[src/design/slot_range_chunk_splitter_unit_macros.svh]
// Assertion macros for the slot range chunk splitter.
// Both macros sample on the rising edge of clk_i.
// SRCS_ASSERT is switched off while rst_ni is low; SRCS_ASSERT_ALWAYS also holds during reset.
`ifndef SLOT_RANGE_CHUNK_SPLITTER_UNIT_MACROS_SVH
`define SLOT_RANGE_CHUNK_SPLITTER_UNIT_MACROS_SVH
`ifndef SYNTH
`define SRCS_ASSERT(label, prop, msg) \
  label: assert property (@(posedge clk_i) disable iff (!rst_ni) prop) else $error(msg);
`define SRCS_ASSERT_ALWAYS(label, prop, msg) \
  label: assert property (@(posedge clk_i) prop) else $error(msg);
`else
`define SRCS_ASSERT(label, prop, msg)
`define SRCS_ASSERT_ALWAYS(label, prop, msg)
`endif
`endif

[src/design/srcs_pkg.sv]
package srcs_pkg;

  localparam int unsigned SLOT_BYTES  = 512;
  localparam int unsigned CHUNK_BYTES = 32;
  localparam int unsigned MAX_CHUNKS  = 16;
  localparam int unsigned SLOT_ALIGN  = 32;
  localparam int unsigned LAYOUT_ID   = 1;

  // Offsets within a slot, wide enough to hold one chunk past the slot end.
  localparam int unsigned OFF_W       = $clog2(SLOT_BYTES) + 1;
  localparam int unsigned CNT_W       = 6;
  localparam int unsigned QUEUE_DEPTH = 2;
  localparam int unsigned CFG_IDX_W   = 2;

  localparam logic [CFG_IDX_W-1:0] CFG_REGION_BASE    = 2'd0;
  localparam logic [CFG_IDX_W-1:0] CFG_REGION_SLOTS   = 2'd1;
  localparam logic [CFG_IDX_W-1:0] CFG_REGION_PROFILE = 2'd2;

  typedef enum logic [2:0] {
    ST_OK       = 3'd0,
    ST_ARG      = 3'd1,
    ST_REGION   = 3'd2,
    ST_OVERFLOW = 3'd3,
    ST_FULL     = 3'd4
  } srcs_status_e;

  typedef enum logic {
    BK_IDLE,
    BK_RUN
  } srcs_back_state_e;

  // One classified request on its way from the front end to the sequencer.
  typedef struct packed {
    srcs_status_e       status;
    logic               new_plan;
    logic [63:0]        addr;
    logic [OFF_W-1:0]   first_off;
    logic [OFF_W-1:0]   end_off;
    logic [OFF_W-1:0]   chunk0;
    logic [7:0]         tag;
    logic               access;
  } srcs_job_t;

  // Bits lo up to, not including, hi set.
  function automatic logic [31:0] range_mask(logic [5:0] lo, logic [5:0] hi);
    logic [31:0] m;
    for (int i = 0; i < 32; i++) begin
      m[i] = (6'(i) >= lo) && (6'(i) < hi);
    end
    return m;
  endfunction

endpackage

[src/design/srcs_req_if.sv]
interface srcs_req_if;
  logic        valid;
  logic        ready;
  logic        new_plan;
  logic [15:0] slot_index;
  logic [15:0] start_offset;
  logic [15:0] length_bytes;
  logic [7:0]  field_tag;
  logic [1:0]  mode;

  modport source (
    output valid, new_plan, slot_index, start_offset, length_bytes, field_tag, mode,
    input  ready
  );
  modport sink (
    input  valid, new_plan, slot_index, start_offset, length_bytes, field_tag, mode,
    output ready
  );
endinterface

[src/design/srcs_rsp_if.sv]
interface srcs_rsp_if;
  logic        valid;
  logic        ready;
  logic [2:0]  status;
  logic [63:0] chunk_address;
  logic [31:0] cover_mask;
  logic [15:0] cover_offset;
  logic [5:0]  chunk_bytes;
  logic [7:0]  field_out;
  logic        access_out;
  logic        last;

  modport source (
    output valid, status, chunk_address, cover_mask, cover_offset, chunk_bytes,
           field_out, access_out, last,
    input  ready
  );
  modport sink (
    input  valid, status, chunk_address, cover_mask, cover_offset, chunk_bytes,
           field_out, access_out, last,
    output ready
  );
endinterface

[src/design/srcs_front.sv]
module srcs_front
  import srcs_pkg::*;
(
  input  logic        clk_i,
  input  logic        rst_ni,
  input  logic [63:0] region_base_i,
  input  logic [15:0] region_slots_i,
  input  logic [7:0]  region_profile_i,
  srcs_req_if.sink    req_i,
  output srcs_job_t   job_o,
  output logic        job_valid_o,
  input  logic        job_ready_i
);

  logic        hold_valid_q, hold_valid_d;
  logic        new_plan_q;
  logic [15:0] slot_q;
  logic [15:0] start_q;
  logic [15:0] len_q;
  logic [7:0]  tag_q;
  logic [1:0]  mode_q;

  logic        accept;
  logic        push;
  logic [16:0] end_sum;
  logic [15:0] chunk0;
  logic        arg_bad;
  logic        range_bad;
  logic        region_bad;
  logic [64:0] region_top;
  logic [32:0] slot_span;
  logic [63:0] first_addr;
  srcs_status_e status;

  assign push        = hold_valid_q && job_ready_i;
  assign req_i.ready = !hold_valid_q || job_ready_i;
  assign accept      = req_i.valid && req_i.ready;

  always_comb begin
    hold_valid_d = hold_valid_q;
    if (accept) begin
      hold_valid_d = 1'b1;
    end else if (push) begin
      hold_valid_d = 1'b0;
    end
  end

  always_ff @(posedge clk_i or negedge rst_ni) begin
    if (!rst_ni) begin
      hold_valid_q <= 1'b0;
    end else begin
      hold_valid_q <= hold_valid_d;
    end
  end

  always_ff @(posedge clk_i) begin
    if (accept) begin
      new_plan_q <= req_i.new_plan;
      slot_q     <= req_i.slot_index;
      start_q    <= req_i.start_offset;
      len_q      <= req_i.length_bytes;
      tag_q      <= req_i.field_tag;
      mode_q     <= req_i.mode;
    end
  end

  // The whole region must fit below 2**64; since the slot lies inside the region,
  // that single carry covers every address the request can produce.
  always_comb begin
    end_sum    = 17'(start_q) + 17'(len_q);
    chunk0     = start_q - (start_q % 16'(CHUNK_BYTES));
    arg_bad    = (len_q == 16'd0) || (mode_q > 2'd1);
    range_bad  = (17'(start_q) >= 17'(SLOT_BYTES)) || (end_sum > 17'(SLOT_BYTES));
    region_bad = (region_profile_i != 8'(LAYOUT_ID)) || (region_slots_i == 16'd0) ||
                 ((region_base_i % 64'(SLOT_ALIGN)) != 64'd0) ||
                 (slot_q >= region_slots_i);
    region_top = {1'b0, region_base_i} + 65'(64'(region_slots_i) * 64'(SLOT_BYTES));
    slot_span  = 33'(33'(slot_q) * 33'(SLOT_BYTES)) + 33'(chunk0);
    first_addr = region_base_i + 64'(slot_span);
    priority if (arg_bad) begin
      status = ST_ARG;
    end else if (range_bad || region_bad) begin
      status = ST_REGION;
    end else if (region_top[64]) begin
      status = ST_OVERFLOW;
    end else begin
      status = ST_OK;
    end
  end

  always_comb begin
    job_o.status    = status;
    job_o.new_plan  = new_plan_q;
    job_o.addr      = first_addr;
    job_o.first_off = OFF_W'(start_q);
    job_o.end_off   = OFF_W'(end_sum);
    job_o.chunk0    = OFF_W'(chunk0);
    job_o.tag       = tag_q;
    job_o.access    = mode_q[0];
  end

  assign job_valid_o = hold_valid_q;

endmodule

[src/design/srcs_job_fifo.sv]
module srcs_job_fifo
  import srcs_pkg::*;
(
  input  logic      clk_i,
  input  logic      rst_ni,
  input  srcs_job_t wr_job_i,
  input  logic      wr_valid_i,
  output logic      wr_ready_o,
  output srcs_job_t rd_job_o,
  output logic      rd_valid_o,
  input  logic      rd_ready_i
);

  localparam int unsigned PTR_W = (QUEUE_DEPTH > 1) ? $clog2(QUEUE_DEPTH) : 1;
  localparam int unsigned FILL_W = $clog2(QUEUE_DEPTH + 1);

  srcs_job_t              slots_q [QUEUE_DEPTH];
  logic [PTR_W-1:0]       wr_ptr_q, wr_ptr_d;
  logic [PTR_W-1:0]       rd_ptr_q, rd_ptr_d;
  logic [FILL_W-1:0]      fill_q, fill_d;
  logic                   wr_en;
  logic                   rd_en;

  assign wr_ready_o = fill_q != FILL_W'(QUEUE_DEPTH);
  assign rd_valid_o = fill_q != '0;
  assign wr_en      = wr_valid_i && wr_ready_o;
  assign rd_en      = rd_valid_o && rd_ready_i;
  assign rd_job_o   = slots_q[rd_ptr_q];

  always_comb begin
    wr_ptr_d = wr_ptr_q;
    rd_ptr_d = rd_ptr_q;
    fill_d   = fill_q;
    if (wr_en) begin
      wr_ptr_d = (wr_ptr_q == PTR_W'(QUEUE_DEPTH - 1)) ? '0 : wr_ptr_q + 1'b1;
    end
    if (rd_en) begin
      rd_ptr_d = (rd_ptr_q == PTR_W'(QUEUE_DEPTH - 1)) ? '0 : rd_ptr_q + 1'b1;
    end
    if (wr_en && !rd_en) begin
      fill_d = fill_q + 1'b1;
    end else if (rd_en && !wr_en) begin
      fill_d = fill_q - 1'b1;
    end
  end

  always_ff @(posedge clk_i or negedge rst_ni) begin
    if (!rst_ni) begin
      wr_ptr_q <= '0;
      rd_ptr_q <= '0;
      fill_q   <= '0;
    end else begin
      wr_ptr_q <= wr_ptr_d;
      rd_ptr_q <= rd_ptr_d;
      fill_q   <= fill_d;
    end
  end

  always_ff @(posedge clk_i) begin
    if (wr_en) begin
      slots_q[wr_ptr_q] <= wr_job_i;
    end
  end

endmodule

[src/design/srcs_back.sv]
module srcs_back
  import srcs_pkg::*;
(
  input  logic       clk_i,
  input  logic       rst_ni,
  input  srcs_job_t  job_i,
  input  logic       job_valid_i,
  output logic       job_ready_o,
  srcs_rsp_if.source rsp_o
);

  srcs_back_state_e state_q, state_d;
  srcs_job_t        job_q;
  logic [OFF_W-1:0] chunk_q;
  logic [63:0]      addr_q;
  logic [CNT_W-1:0] count_q;

  logic             out_valid_q;
  srcs_status_e     out_status_q;
  logic [63:0]      out_addr_q;
  logic [31:0]      out_mask_q;
  logic [15:0]      out_off_q;
  logic [5:0]       out_bytes_q;
  logic [7:0]       out_tag_q;
  logic             out_acc_q;
  logic             out_last_q;

  logic             load;
  logic             emit;
  logic             full;
  logic             chunk_ok;
  logic [OFF_W-1:0] chunk_next;
  logic [OFF_W-1:0] lo;
  logic [OFF_W-1:0] hi;
  srcs_status_e     res_status;
  logic [31:0]      res_mask;
  logic [15:0]      res_off;
  logic [5:0]       res_bytes;
  logic [63:0]      res_addr;
  logic [7:0]       res_tag;
  logic             res_acc;
  logic             res_last;

  // Next state.
  always_comb begin
    state_d = state_q;
    unique case (state_q)
      BK_IDLE: begin
        if (job_valid_i) begin
          state_d = BK_RUN;
        end
      end
      BK_RUN: begin
        if (emit && res_last) begin
          state_d = BK_IDLE;
        end
      end
      default: state_d = BK_IDLE;
    endcase
  end

  // Handshake outputs.
  always_comb begin
    job_ready_o = 1'b0;
    emit        = 1'b0;
    unique case (state_q)
      BK_IDLE: job_ready_o = 1'b1;
      BK_RUN:  emit = !out_valid_q || rsp_o.ready;
      default: job_ready_o = 1'b0;
    endcase
  end

  assign load = job_ready_o && job_valid_i;

  always_comb begin
    full       = count_q >= CNT_W'(MAX_CHUNKS);
    chunk_next = chunk_q + OFF_W'(CHUNK_BYTES);
    lo         = (job_q.first_off > chunk_q) ? job_q.first_off : chunk_q;
    hi         = (job_q.end_off < chunk_next) ? job_q.end_off : chunk_next;
    chunk_ok   = (job_q.status == ST_OK) && !full;
    res_status = ST_OK;
    res_mask   = '0;
    res_off    = '0;
    res_bytes  = '0;
    res_addr   = '0;
    res_tag    = '0;
    res_acc    = 1'b0;
    res_last   = 1'b1;
    priority if (job_q.status != ST_OK) begin
      res_status = job_q.status;
    end else if (full) begin
      res_status = ST_FULL;
    end else begin
      res_mask  = range_mask(6'(lo - chunk_q), 6'(hi - chunk_q));
      res_off   = 16'(lo);
      res_bytes = 6'(hi - lo);
      res_addr  = addr_q;
      res_tag   = job_q.tag;
      res_acc   = job_q.access;
      res_last  = chunk_next >= job_q.end_off;
    end
  end

  always_ff @(posedge clk_i or negedge rst_ni) begin
    if (!rst_ni) begin
      state_q     <= BK_IDLE;
      count_q     <= '0;
      out_valid_q <= 1'b0;
    end else begin
      state_q <= state_d;
      if (load && job_i.new_plan) begin
        count_q <= '0;
      end else if (emit && chunk_ok) begin
        count_q <= count_q + 1'b1;
      end
      if (emit) begin
        out_valid_q <= 1'b1;
      end else if (rsp_o.ready) begin
        out_valid_q <= 1'b0;
      end
    end
  end

  always_ff @(posedge clk_i) begin
    if (load) begin
      job_q   <= job_i;
      chunk_q <= job_i.chunk0;
      addr_q  <= job_i.addr;
    end else if (emit && chunk_ok) begin
      chunk_q <= chunk_next;
      addr_q  <= addr_q + 64'(CHUNK_BYTES);
    end
    if (emit) begin
      out_status_q <= res_status;
      out_addr_q   <= res_addr;
      out_mask_q   <= res_mask;
      out_off_q    <= res_off;
      out_bytes_q  <= res_bytes;
      out_tag_q    <= res_tag;
      out_acc_q    <= res_acc;
      out_last_q   <= res_last;
    end
  end

  assign rsp_o.valid         = out_valid_q;
  assign rsp_o.status        = out_status_q;
  assign rsp_o.chunk_address = out_addr_q;
  assign rsp_o.cover_mask    = out_mask_q;
  assign rsp_o.cover_offset  = out_off_q;
  assign rsp_o.chunk_bytes   = out_bytes_q;
  assign rsp_o.field_out     = out_tag_q;
  assign rsp_o.access_out    = out_acc_q;
  assign rsp_o.last          = out_last_q;

endmodule

[src/design/slot_range_chunk_splitter_unit.sv]
// Slot range chunk splitter. A request names a slot of the configured region, a byte
// range inside it, a field tag and a read or write mode. The front end registers the
// request and checks from that register the arguments, the slot bounds, the region setup
// and whether the end address of the region still fits in 64 bits; it then hands a
// classified job to a two-entry queue. The sequencer behind the queue takes a job in its
// idle state and then, while its output register is free, gives one result per cycle,
// one for each 32-byte chunk the range touches, each with its address, byte mask,
// offset, byte count and tags; the final one carries last. A failing request gives a
// single result with its status and last set and all other fields zero. A running chunk
// count, cleared by new_plan, caps a plan at MAX_CHUNKS chunks; once it is reached, a
// request ends with one plan-full result after the chunks it already sent. The sequencer
// takes no new job until it has put out the last result of the current one, so it sets
// the sustained rate. Results leave through an output register, so the sequencer stalls
// only while that register holds a result that is not yet taken. The region registers
// are written through the cfg port and must only change while the block is idle.
module slot_range_chunk_splitter_unit
  import srcs_pkg::*;
(
  input  logic                 clk_i,
  input  logic                 rst_ni,
  input  logic                 cfg_we_i,
  input  logic [CFG_IDX_W-1:0] cfg_index_i,
  input  logic [63:0]          cfg_wdata_i,
  srcs_req_if.sink             req_i,
  srcs_rsp_if.source           rsp_o
);

`include "slot_range_chunk_splitter_unit_macros.svh"

  // Region configuration; the user must write it only while no request is in flight, the block does not enforce it.
  logic [63:0] region_base_q;
  logic [15:0] region_slots_q;
  logic [7:0]  region_profile_q;

  // Front end to queue, and queue to sequencer.
  srcs_job_t front_job;
  logic      front_valid;
  logic      front_ready;
  srcs_job_t back_job;
  logic      back_valid;
  logic      back_ready;

  // Writes to an index beyond the register list are dropped.
  always_ff @(posedge clk_i or negedge rst_ni) begin
    if (!rst_ni) begin
      region_base_q    <= '0;
      region_slots_q   <= '0;
      region_profile_q <= '0;
    end else if (cfg_we_i) begin
      if (cfg_index_i == CFG_REGION_BASE) begin
        region_base_q <= cfg_wdata_i;
      end
      if (cfg_index_i == CFG_REGION_SLOTS) begin
        region_slots_q <= cfg_wdata_i[15:0];
      end
      if (cfg_index_i == CFG_REGION_PROFILE) begin
        region_profile_q <= cfg_wdata_i[7:0];
      end
    end
  end

  srcs_front u_front (
    .clk_i            (clk_i),
    .rst_ni           (rst_ni),
    .region_base_i    (region_base_q),
    .region_slots_i   (region_slots_q),
    .region_profile_i (region_profile_q),
    .req_i            (req_i),
    .job_o            (front_job),
    .job_valid_o      (front_valid),
    .job_ready_i      (front_ready)
  );

  srcs_job_fifo u_queue (
    .clk_i      (clk_i),
    .rst_ni     (rst_ni),
    .wr_job_i   (front_job),
    .wr_valid_i (front_valid),
    .wr_ready_o (front_ready),
    .rd_job_o   (back_job),
    .rd_valid_o (back_valid),
    .rd_ready_i (back_ready)
  );

  srcs_back u_back (
    .clk_i       (clk_i),
    .rst_ni      (rst_ni),
    .job_i       (back_job),
    .job_valid_i (back_valid),
    .job_ready_o (back_ready),
    .rsp_o       (rsp_o)
  );

  // Every failing result closes its request.
  `SRCS_ASSERT(a_error_is_last, rsp_o.valid && (rsp_o.status != ST_OK) |-> rsp_o.last, "error result without last")
  // A failing result carries no chunk.
  `SRCS_ASSERT(a_error_is_empty, rsp_o.valid && (rsp_o.status != ST_OK) |-> (rsp_o.cover_mask == 32'd0) && (rsp_o.chunk_bytes == 6'd0), "error result with chunk data")
  // The byte count of a chunk agrees with its mask.
  `SRCS_ASSERT(a_count_matches_mask, rsp_o.valid && (rsp_o.status == ST_OK) |-> ($countones(rsp_o.cover_mask) == int'(rsp_o.chunk_bytes)), "chunk_bytes disagrees with cover_mask")
  // No result is offered while reset is held.
  `SRCS_ASSERT_ALWAYS(a_quiet_in_reset, !rst_ni |-> !rsp_o.valid, "result valid during reset")

endmodule

[src/flat_wrapper.sv]
// flat-port wrapper written by rule: the top's interface ports become plain ports
module slot_range_chunk_splitter_unit_flat import srcs_pkg::*;
  (clk_i, rst_ni, cfg_we_i, cfg_index_i, cfg_wdata_i, req_i_valid, req_i_new_plan, req_i_slot_index, req_i_start_offset, req_i_length_bytes, req_i_field_tag, req_i_mode, req_i_ready, rsp_o_valid, rsp_o_status, rsp_o_chunk_address, rsp_o_cover_mask, rsp_o_cover_offset, rsp_o_chunk_bytes, rsp_o_field_out, rsp_o_access_out, rsp_o_last, rsp_o_ready);
  srcs_req_if req_i_i ();
  srcs_rsp_if rsp_o_i ();
  input  logic clk_i;
  input  logic rst_ni;
  input  logic cfg_we_i;
  input  logic [CFG_IDX_W-1:0] cfg_index_i;
  input  logic [63:0] cfg_wdata_i;
  input wire logic [$bits(req_i_i.valid)-1:0] req_i_valid;
  input wire logic [$bits(req_i_i.new_plan)-1:0] req_i_new_plan;
  input wire logic [$bits(req_i_i.slot_index)-1:0] req_i_slot_index;
  input wire logic [$bits(req_i_i.start_offset)-1:0] req_i_start_offset;
  input wire logic [$bits(req_i_i.length_bytes)-1:0] req_i_length_bytes;
  input wire logic [$bits(req_i_i.field_tag)-1:0] req_i_field_tag;
  input wire logic [$bits(req_i_i.mode)-1:0] req_i_mode;
  output wire logic [$bits(req_i_i.ready)-1:0] req_i_ready;
  output wire logic [$bits(rsp_o_i.valid)-1:0] rsp_o_valid;
  output wire logic [$bits(rsp_o_i.status)-1:0] rsp_o_status;
  output wire logic [$bits(rsp_o_i.chunk_address)-1:0] rsp_o_chunk_address;
  output wire logic [$bits(rsp_o_i.cover_mask)-1:0] rsp_o_cover_mask;
  output wire logic [$bits(rsp_o_i.cover_offset)-1:0] rsp_o_cover_offset;
  output wire logic [$bits(rsp_o_i.chunk_bytes)-1:0] rsp_o_chunk_bytes;
  output wire logic [$bits(rsp_o_i.field_out)-1:0] rsp_o_field_out;
  output wire logic [$bits(rsp_o_i.access_out)-1:0] rsp_o_access_out;
  output wire logic [$bits(rsp_o_i.last)-1:0] rsp_o_last;
  input wire logic [$bits(rsp_o_i.ready)-1:0] rsp_o_ready;
  assign req_i_i.valid = req_i_valid;
  assign req_i_i.new_plan = req_i_new_plan;
  assign req_i_i.slot_index = req_i_slot_index;
  assign req_i_i.start_offset = req_i_start_offset;
  assign req_i_i.length_bytes = req_i_length_bytes;
  assign req_i_i.field_tag = req_i_field_tag;
  assign req_i_i.mode = req_i_mode;
  assign req_i_ready = req_i_i.ready;
  assign rsp_o_valid = rsp_o_i.valid;
  assign rsp_o_status = rsp_o_i.status;
  assign rsp_o_chunk_address = rsp_o_i.chunk_address;
  assign rsp_o_cover_mask = rsp_o_i.cover_mask;
  assign rsp_o_cover_offset = rsp_o_i.cover_offset;
  assign rsp_o_chunk_bytes = rsp_o_i.chunk_bytes;
  assign rsp_o_field_out = rsp_o_i.field_out;
  assign rsp_o_access_out = rsp_o_i.access_out;
  assign rsp_o_last = rsp_o_i.last;
  assign rsp_o_i.ready = rsp_o_ready;
  slot_range_chunk_splitter_unit u_core (.clk_i(clk_i), .rst_ni(rst_ni), .cfg_we_i(cfg_we_i), .cfg_index_i(cfg_index_i), .cfg_wdata_i(cfg_wdata_i), .req_i(req_i_i), .rsp_o(rsp_o_i));
endmodule
[config.mk]
export PLATFORM = sky130hd
export DESIGN_NAME = slot_range_chunk_splitter_unit_flat
export DESIGN_NICKNAME = d
export VERILOG_FILES = /design/src/design/srcs_pkg.sv /design/src/design/srcs_req_if.sv /design/src/design/srcs_rsp_if.sv /design/src/design/srcs_front.sv /design/src/design/srcs_job_fifo.sv /design/src/design/srcs_back.sv /design/src/design/slot_range_chunk_splitter_unit.sv /design/src/flat_wrapper.sv
export VERILOG_INCLUDE_DIRS = /design/src /design/src/design
export SDC_FILE = /design/constraint.sdc
export NUM_CORES = 1
export LEC_CHECK = 0
export BUFFER_PORTS_ARGS = -buffer_cell sky130_fd_sc_hd__buf_2
export CAP_MARGIN = 25
export CORE_UTILIZATION = 35
export CTS_BUF_LIST = sky130_fd_sc_hd__clkbuf_2 sky130_fd_sc_hd__clkbuf_4 sky130_fd_sc_hd__clkbuf_8
export CTS_CLUSTER_DIAMETER = 80
export DETAILED_ROUTE_END_ITERATION = 7
export PLACE_DENSITY = 0.66
export SLEW_MARGIN = 10
export SYNTH_ARGS = -nofsm -noshare
export SYNTH_HDL_FRONTEND = slang
export SYNTH_SLANG_ARGS = --single-unit
export TNS_END_PERCENT = 1
[constraint.sdc]
create_clock -name clk_i -period 5.3 [get_ports clk_i]
set_clock_uncertainty 0.1 [all_clocks]
set_input_delay 0.265 -clock clk_i [delete_from_list [all_inputs] [get_ports clk_i]]
set_output_delay 0.265 -clock clk_i [all_outputs]
set_load 0.02 [all_outputs]
==> metrics.md, run 1 <==
| Metric | Value |
|---|---|
| Status | finished clean |
| Worst slew margin | 36.5% |
| Die area | 77,500 sq um |
| Floorplan row count | 100 |
| Min cycle time layout | 4.05 ns |
| Switching component of the power | 0.00738 W |
| Routed Antenna Nets | 0 |
| Worst-path clk slew | 0.07 ns |
| Mean instance size in the synthesized netlist | 13.5 sq um |
| Count of maximum capacitance violations | 0 |
| Maximum buffer depth of the clock tree | 3 |
| Share of the yosys chip area belonging to registers | 63.6% |
| Vias per Instance | 4.97 |
| PortBufs | 256 |
| Final period util | 76.4% |
| Leakage power total | 12.6 nW |
| Power density relative to cell area | 601 nW/um^2 |
| Fraction of final layout cells sized beyond drive strength 1 | 23.4% |
| Hold Buf Count CTS | 126 |
| Final worst slack | 1.25 ns |
| Half-perimeter wire length of the detailed placement result | 47,400 um |
| Vias in the first global route | 17,700 |
| Commonest register cell after synthesis | sky130_fd_sc_hd__edfxtp_1 |
| Timing-limited maximum frequency | 247 MHz |
| Share of the synthesized area in the top cell type | 54.1% |
| Die Y | 278 um |
| Average wire per cell in the routed design | 19.3 um |
| Power share of the sequential group | 43.2% |
| Number of clock sinks | 583 |
| TritonCTS buffer count | 98 |
| Dominant cells by area after synthesis | sky130_fd_sc_hd__edfxtp_1, sky130_fd_sc_hd__dfrtp_1, sky130_fd_sc_hd__mux2_2 |
| Placed cells | 3,152 |
| Last weighted congestion value of the routability-driven placer | 0.872 |
| Total internal power | 0.0121 W |
| Number of top-level pins | 263 |
| Synthesized netlist cell count | 1,977 |
| Worst-margin pin slew | 0.949 ns |
| Worst EP required | 5.71 ns |
| Post-layout util | 43.2% |
| Final hold violation count | 0 |
| Number of levels the H-tree was split into | 3 |
| Number of enable-type register cells in the synthesized netlist | 482 |
| Finish-stage setup viols | 0 |
| Post-synthesis async set-or-reset flop share | 17.3% |
| Setup repair after global routing missed its margin | false |
| Cell type contributing the most total cell area after synthesis | sky130_fd_sc_hd__edfxtp_1 |
| Total of warnings raised by yosys | 0 |
| Critical Path Source Type | flip-flop |
| Vias | 17,200 |
| Cell Count, Final, Fillers Out | 3,464 |
| Area growth from synthesis to final layout | 21.2% |
| Initial DRC count | 1,214 |
| Postcts setup bufs | 0 |
| Initial Utilization | 35.7% |
| Clock network latency to the later pin of the worst-skew pair | 0.72 ns |
| Arrival time at the worst endpoint | 4.46 ns |
| Register-to-Register Path Depth | 14 |
| Synth Register Bits | 583 |
| Peak VDD IR | 0.000281 V |
| Floorplan Core Area | 74,900 sq um |
| Detailed-routing iteration count for the pre-antenna-repair pass | 5 |
| Gate power share | 35.8% |
| Hold WS | 0.106 ns |
| All-Layer GR Usage | 17.2% |
| Synth cell types | 74 |
| Clock network fraction of design power | 20.9% |
| Classification of the worst setup path | reg -> reg |
| Worst Hold Class | in -> async |
| Maximum number of pins on one net before global-route repair | 78 |
| Worst slack at placement | 1.38 ns |
| Largest fanout of any net on the critical path | 14 |
| Gr ovfl total | 0 |
| First-pass GRT wire length | 103,000 um |
| Clock tree from TritonCTS | done |
| Share of total power consumed by net switching | 37.9% |
| Initial antenna violation count | 3 |
| CP Capture Type | flip-flop |
| CTS Root Cell | sky130_fd_sc_hd__clkbuf_8 |
| DRC | 0 |
| Total standard cell area after synthesis | 26,700 sq um |
| Final wirelength | 66,900 um |
| Net count of the finished layout | 2,653 |
| Number of gates resized after cts | 0 |
| Width of the chip | 278 um |
| Number of slew-limit violations in the final report | 0 |
==> power groups by stage <==
| stage | Sequential (W) | Combinational (W) | Clock [W] |
|---|---|---|---|
| after global placement | 0.00843 | 0.00677 | 0 |
| final | 0.00841 | 0.00697 | 0.00407 |
| after detailed placement | 0.00850 | 0.00688 | 0 |
| after CTS | 0.00842 | 0.00700 | 0.00420 |
| after global routing | 0.00860 | 0.00767 | 0.00439 |
| after floorplan | 0.00872 | 0.00435 | 0 |
==> critical path: stages, from the launching register on <==
cell	delay [ns]
sky130_fd_sc_hd__edfxtp_1	0.52
sky130_fd_sc_hd__ha_1	0.24
sky130_fd_sc_hd__nand3_1	0.10
sky130_fd_sc_hd__xnor2_1	0.17
sky130_fd_sc_hd__ha_1	0.33
sky130_fd_sc_hd__nand2_1	0.05
sky130_fd_sc_hd__o21ai_0	0.32
sky130_fd_sc_hd__a2bb2oi_1	0.22
sky130_fd_sc_hd__buf_4	0.20
sky130_fd_sc_hd__and2_1	0.18
sky130_fd_sc_hd__inv_1	0.10
sky130_fd_sc_hd__ha_1	0.47
sky130_fd_sc_hd__and3_1	0.48
sky130_fd_sc_hd__nor2_1	0.10
sky130_fd_sc_hd__a211oi_1	0.29
==> cell usage after synthesis, types with 6 or more instances <==
cell and count:
sky130_fd_sc_hd__buf_4 6, sky130_fd_sc_hd__o21a_1 6, sky130_fd_sc_hd__fa_1 10, sky130_fd_sc_hd__a21oi_1 101
sky130_fd_sc_hd__nor2_1 136, sky130_fd_sc_hd__or2_2 7, sky130_fd_sc_hd__nor3_1 22, sky130_fd_sc_hd__dfrtp_1 101
sky130_fd_sc_hd__xnor2_1 74, sky130_fd_sc_hd__a211oi_1 47, sky130_fd_sc_hd__and3_1 22, sky130_fd_sc_hd__o21ai_0 49
sky130_fd_sc_hd__nand3b_1 6, sky130_fd_sc_hd__inv_1 65, sky130_fd_sc_hd__nor4_1 15, sky130_fd_sc_hd__ha_1 103
sky130_fd_sc_hd__nor2b_1 36, sky130_fd_sc_hd__nand2_1 105, sky130_fd_sc_hd__and2_1 89, sky130_fd_sc_hd__and4_1 9
sky130_fd_sc_hd__buf_1 7, sky130_fd_sc_hd__o22ai_1 9, sky130_fd_sc_hd__mux2i_1 45, sky130_fd_sc_hd__mux2_2 116
sky130_fd_sc_hd__a21o_1 15, sky130_fd_sc_hd__nand2b_1 10, sky130_fd_sc_hd__edfxtp_1 482, sky130_fd_sc_hd__clkbuf_1 57
sky130_fd_sc_hd__nand3_1 54, sky130_fd_sc_hd__xor2_1 67, sky130_fd_sc_hd__nand4_1 30
==> final cells by class <==
| type | instances | area, sq um |
|---|---|---|
| Fill cell | 6789 | 42600 |
| Timing Repair Buffer | 400 | 2700 |
| Clock inverter | 58 | 414 |
| Sequential cell | 583 | 17000 |
| Tap cell | 969 | 1210 |
| Inverter | 65 | 246 |
| Multi-Input combinational cell | 1262 | 9210 |
| Antenna cell | 3 | 7.51 |
| Clock buffer | 124 | 1600 |
==> logic make-up (layout without fill, tap and decap cells) <==
| family | count (synthesis) | count (layout) | synth area share, % |
|---|---|---|---|
| DFF | 583 | 583 | 63.6 |
| and+or+nand+nor | 567 | 567 | 11.2 |
| AOI/OAI and AO/OA | 270 | 270 | 6.23 |
| muxes | 161 | 161 | 6.57 |
| xor gates and xnor gates | 141 | 141 | 4.62 |
| buffers and inverters | 140 | 647 | 2.18 |
| adders and majority gates | 113 | 113 | 5.57 |
| other | 2 | 13 | 0.0281 |
==> sequential cells by signal, summed over array words and instances, names as in the netlist, 10 cells and up <==
name                               count
u_core.u_front.start_q                16
u_core.region_base_q                  64
u_core.u_queue.slots_q               198
u_core.u_back.job_q                   31
u_core.u_back.rsp_o.chunk_address     64
u_core.u_back.rsp_o.cover_mask        32
u_core.u_front.slot_q                 16
u_core.u_back.rsp_o.cover_offset      10
u_core.u_front.len_q                  16
u_core.u_back.addr_q                  64
u_core.region_slots_q                 16
==> final timing paths <==
kind / endpoint / start / slack, ns
min in group clk_i: u_core.u_front.slot_q[3] / req_i_slot_index[3] / 0.16
min: u_core.u_queue.wr_ptr_q / rst_ni / 0.11
min reg2reg: u_core.u_queue.slots_q[0][1] / u_core.u_front.tag_q[0] / 0.34
max reg2reg: u_core.u_back.rsp_o.cover_mask[22] / u_core.u_back.chunk_q[5] / 1.25
max in group asynchronous: u_core.region_base_q[58] / rst_ni / 3.75
max: u_core.u_back.rsp_o.cover_mask[22] / u_core.u_back.chunk_q[5] / 1.25
==> layout by cell type, fill, tap and decap left out, types with 63 or more instances in the layout <==
cell / instances
sky130_fd_sc_hd__xnor2_1: 74
sky130_fd_sc_hd__buf_2: 255
sky130_fd_sc_hd__dfrtp_1: 100
sky130_fd_sc_hd__clkbuf_8: 107
sky130_fd_sc_hd__a21oi_1: 101
sky130_fd_sc_hd__ha_1: 103
sky130_fd_sc_hd__mux2_2: 116
sky130_fd_sc_hd__nand2_1: 104
sky130_fd_sc_hd__nor2_1: 135
sky130_fd_sc_hd__edfxtp_1: 482
sky130_fd_sc_hd__xor2_1: 67
sky130_fd_sc_hd__and2_1: 88
sky130_fd_sc_hd__dlygate4sd3_1: 126
sky130_fd_sc_hd__inv_1: 63
==> metal layers <==
metal / part of all wire (%) / routed length [um] / global-route usage [%]
met3: 4.6 / 3100 / 2.80
met5: 0 / 0 / 0
met4: 2.4 / 1620 / 5.79
met2: 46 / 30900 / 27.1
met1: 47 / 31300 / 24.2
==> metrics by stage <==
stage	TNS (ns)	power, W	area, sq um
3_5_place_dp	0	0.0154	29100
3_3_place_gp	0	0.0152	29100
2_1_floorplan	-0.537	0.0131	26800
4_1_cts	0	0.0196	32400
5_1_grt	0	0.0207	32400
6_report	0	0.0195	32400
Power figures use the tool's default switching activity.
==> run 2, diff against run 1 <==
Settings changed: PLACE_DENSITY 0.66 to 0.64.
Clock period 5.3 ns to 3.9 ns, I/O delays scaled along.
==> run 2 against run 1 <==
Effect of this change:
- first-iteration DRC count fell by 5.9%
- critical path depth fell by 2
- global-route usage fell by 0.12 points
- core utilization rose by 0.25 points
- largest power group unchanged
==> metrics.md, run 2 (synthesized netlist as in run 1, its figures left out) <==
| Metric | Value |
|---|---|
| Worst-path clk slew | 0.06 ns (was 0.07 ns) |
| Maximum number of pins on one net before global-route repair | 74 (was 78) |
| Width of the chip | 278 um (unchanged) |
| Hold WS | 0.0321 ns (was 0.106 ns) |
| Total power of the final layout | 0.0267 W (was 0.0195 W) |
| PortBufs | 256 (unchanged) |
| Final hold violation count | 0 (unchanged) |
| All-Layer GR Usage | 17.1% (was 17.2%) |
| Floorplan Core Area | 74,900 sq um (unchanged) |
| Routed Antenna Nets | 0 (unchanged) |
| Largest register FFs | 198 (unchanged) |
| Leading cell type in the layout, fill and taps excluded | sky130_fd_sc_hd__edfxtp_1 (unchanged) |
| Area growth from synthesis to final layout | 21.9% (was 21.2%) |
| DRC | 0 (unchanged) |
| Leakage power total | 12.7 nW (was 12.6 nW) |
| Peak VDD IR | 0.000401 V (was 0.000281 V) |
| Worst Hold Class | in -> async (unchanged) |
| Area taken by multi-input logic gates | 9220 sq um (was 9210 sq um) |
| Final worst slack | 0.254 ns (was 1.25 ns) |
| Number of clock sinks | 583 (unchanged) |
| Half-perimeter wire length of the detailed placement result | 47,100 um (was 47,400 um) |
| Clock network latency to the later pin of the worst-skew pair | 0.73 ns (was 0.72 ns) |
| CTS Root Cell | sky130_fd_sc_hd__clkbuf_8 (unchanged) |
| Last weighted congestion value of the routability-driven placer | 0.877 (was 0.872) |
| Clock tree from TritonCTS | done (unchanged) |
| Maximum buffer depth of the clock tree | 3 (unchanged) |
| Number of levels the H-tree was split into | 3 (unchanged) |
| Number of top-level pins | 263 (unchanged) |
| Fraction of final layout cells sized beyond drive strength 1 | 23.8% (was 23.4%) |
| Placed cells | 3,163 (was 3,152) |
| Classification of the worst setup path | reg -> reg (unchanged) |
| Average wire per cell in the routed design | 19.1 um (was 19.3 um) |
| Worst slack at placement | 0.214 ns (was 1.38 ns) |
| Final period util | 93.5% (was 76.4%) |
| Timing-limited maximum frequency | 274 MHz (was 247 MHz) |
| Detailed-routing iteration count for the pre-antenna-repair pass | 7 (was 5) |
| Power density relative to cell area | 821 nW/um^2 (was 601 nW/um^2) |
| Final wirelength | 66,200 um (was 66,900 um) |
| Number of slew-limit violations in the final report | 0 (unchanged) |
| Largest fanout of any net on the critical path | 5 (was 14) |
| Worst-margin pin slew | 0.960 ns (was 0.949 ns) |
| Floorplan row count | 100 (unchanged) |
| Finish-stage setup viols | 0 (unchanged) |
| Count of maximum capacitance violations | 0 (unchanged) |
| Gr ovfl total | 0 (unchanged) |
| Initial DRC count | 1,142 (was 1,214) |
| Net count of the finished layout | 2,663 (was 2,653) |
| Crit Reg-Reg Startpoint | u_core.u_front.slot_q[1] (was u_core.u_back.chunk_q[5]) |
| TritonCTS buffer count | 98 (unchanged) |
| Min cycle time layout | 3.65 ns (was 4.05 ns) |
| Die Y | 278 um (unchanged) |
| Total negative setup slack | 0 ns (unchanged) |
| Register bank with the most flops | u_core.u_queue.slots_q (unchanged) |
| Worst EP required | 4.27 ns (was 5.71 ns) |
| Die area | 77,500 sq um (unchanged) |
| Status | finished clean (unchanged) |
| Initial antenna violation count | 1 (was 3) |
| Cell Count, Final, Fillers Out | 3,465 (was 3,464) |
| Minimum setup slack among reg-to-reg paths | 0.25 ns (was 1.25 ns) |
| Arrival time at the worst endpoint | 4.02 ns (was 4.46 ns) |
| Top library cells by usage in the layout, fill and taps aside | sky130_fd_sc_hd__edfxtp_1, sky130_fd_sc_hd__buf_2, sky130_fd_sc_hd__nor2_1 (unchanged) |
| Register Area | 17,000 sq um (unchanged) |
| First-pass GRT wire length | 102,000 um (was 103,000 um) |
| Worst flop-to-flop path endpoint | u_core.u_queue.slots_q[1][70] (was u_core.u_back.rsp_o.cover_mask[22]) |
| Vias per Instance | 4.93 (was 4.97) |
| CP Capture Type | flip-flop (unchanged) |
| Vias | 17,100 (was 17,200) |
| Vias in the first global route | 17,600 (was 17,700) |
| Register-to-Register Path Depth | 12 (was 14) |
| Worst slew margin | 35.8% (was 36.5%) |
| Critical Path Source Type | flip-flop (unchanged) |
| Filler cell count in the final layout | 6,742 (was 6,789) |
| Initial Utilization | 35.7% (unchanged) |
| Setup repair after global routing missed its margin | false (unchanged) |
run 2: how the worst max path moves through the flow:
stage,from,endpoint,slack [ns],depth (start not counted)
6_report,u_core.u_front.slot_q[1],u_core.u_queue.slots_q[1][70],0.25,12
4_1_cts,u_core.u_front.start_q[3],u_core.u_queue.slots_q[0][104],0.19,8
5_1_grt,u_core.u_back.chunk_q[6],u_core.u_back.rsp_o.cover_mask[12],0.005,14
2_1_floorplan,u_core.u_back.rsp_o.valid,u_core.u_back.addr_q[10],-1.41,5
3_3_place_gp,u_core.u_front.start_q[3],u_core.u_queue.slots_q[0][104],0.24,8
3_5_place_dp,u_core.u_front.start_q[3],u_core.u_queue.slots_q[1][104],0.21,8
run 2: repair_timing:
action,4_1_cts,5_1_grt
gates resized for setup,0,3
buffers inserted,0,0
hold buffers,126,0
setup endpoints to repair,0,14
endpoints found under the hold margin,200,0
run 2: layer usage:
metal	share of wire (%)	global-route usage, %	up-vias	routed length, um
li1	-	-	8180	-
met1	47	23.8	8317	31100
met2	46	27.0	463	30500
met3	4.4	2.80	116	2900
met4	2.6	5.96	0	1730
met5	0	0	-	0
run 2: worst max-delay path, cell delays in order, from the launching register on:
cell and delay [ns]:
sky130_fd_sc_hd__edfxtp_1 0.37, sky130_fd_sc_hd__inv_1 0.07, sky130_fd_sc_hd__fa_1 0.54, sky130_fd_sc_hd__inv_1 0.04, sky130_fd_sc_hd__ha_1 0.36, sky130_fd_sc_hd__nand3_1 0.09, sky130_fd_sc_hd__nor2_1 0.20, sky130_fd_sc_hd__o21ai_0 0.15
sky130_fd_sc_hd__o21a_1 0.23, sky130_fd_sc_hd__o21ai_1 0.37, sky130_fd_sc_hd__a211oi_1 0.24, sky130_fd_sc_hd__nor3_1 0.28, sky130_fd_sc_hd__xor2_1 0.35
run 2: metrics by stage:
stage	cell area (sq um)	util (%)
finish	32600	43.5
global route	32600	43.5
CTS	32600	43.5
detailed placement	29200	39.0
global placement	29200	39.0
floorplan	26800	-
run 2: power breakdown:
part | internal, W | leakage, nW | switching (W)
sequential | 0.0101 | 5.82 | 0.00135
clock | 0.00318 | 1.08 | 0.00251
combinational | 0.00351 | 5.80 | 0.00614
run 2: final cells by class:
| cell class | count | share of cell area (%) |
|---|---|---|
| clock inverter | 45 | 1.42 |
| multi-input combinational | 1262 | 28.3 |
| antenna | 1 | 0.00768 |
| tap | 969 | 3.72 |
| inverter | 65 | 0.757 |
| sequential | 583 | 52.2 |
| clock buffer | 130 | 4.92 |
| timing repair buffer | 410 | 8.69 |
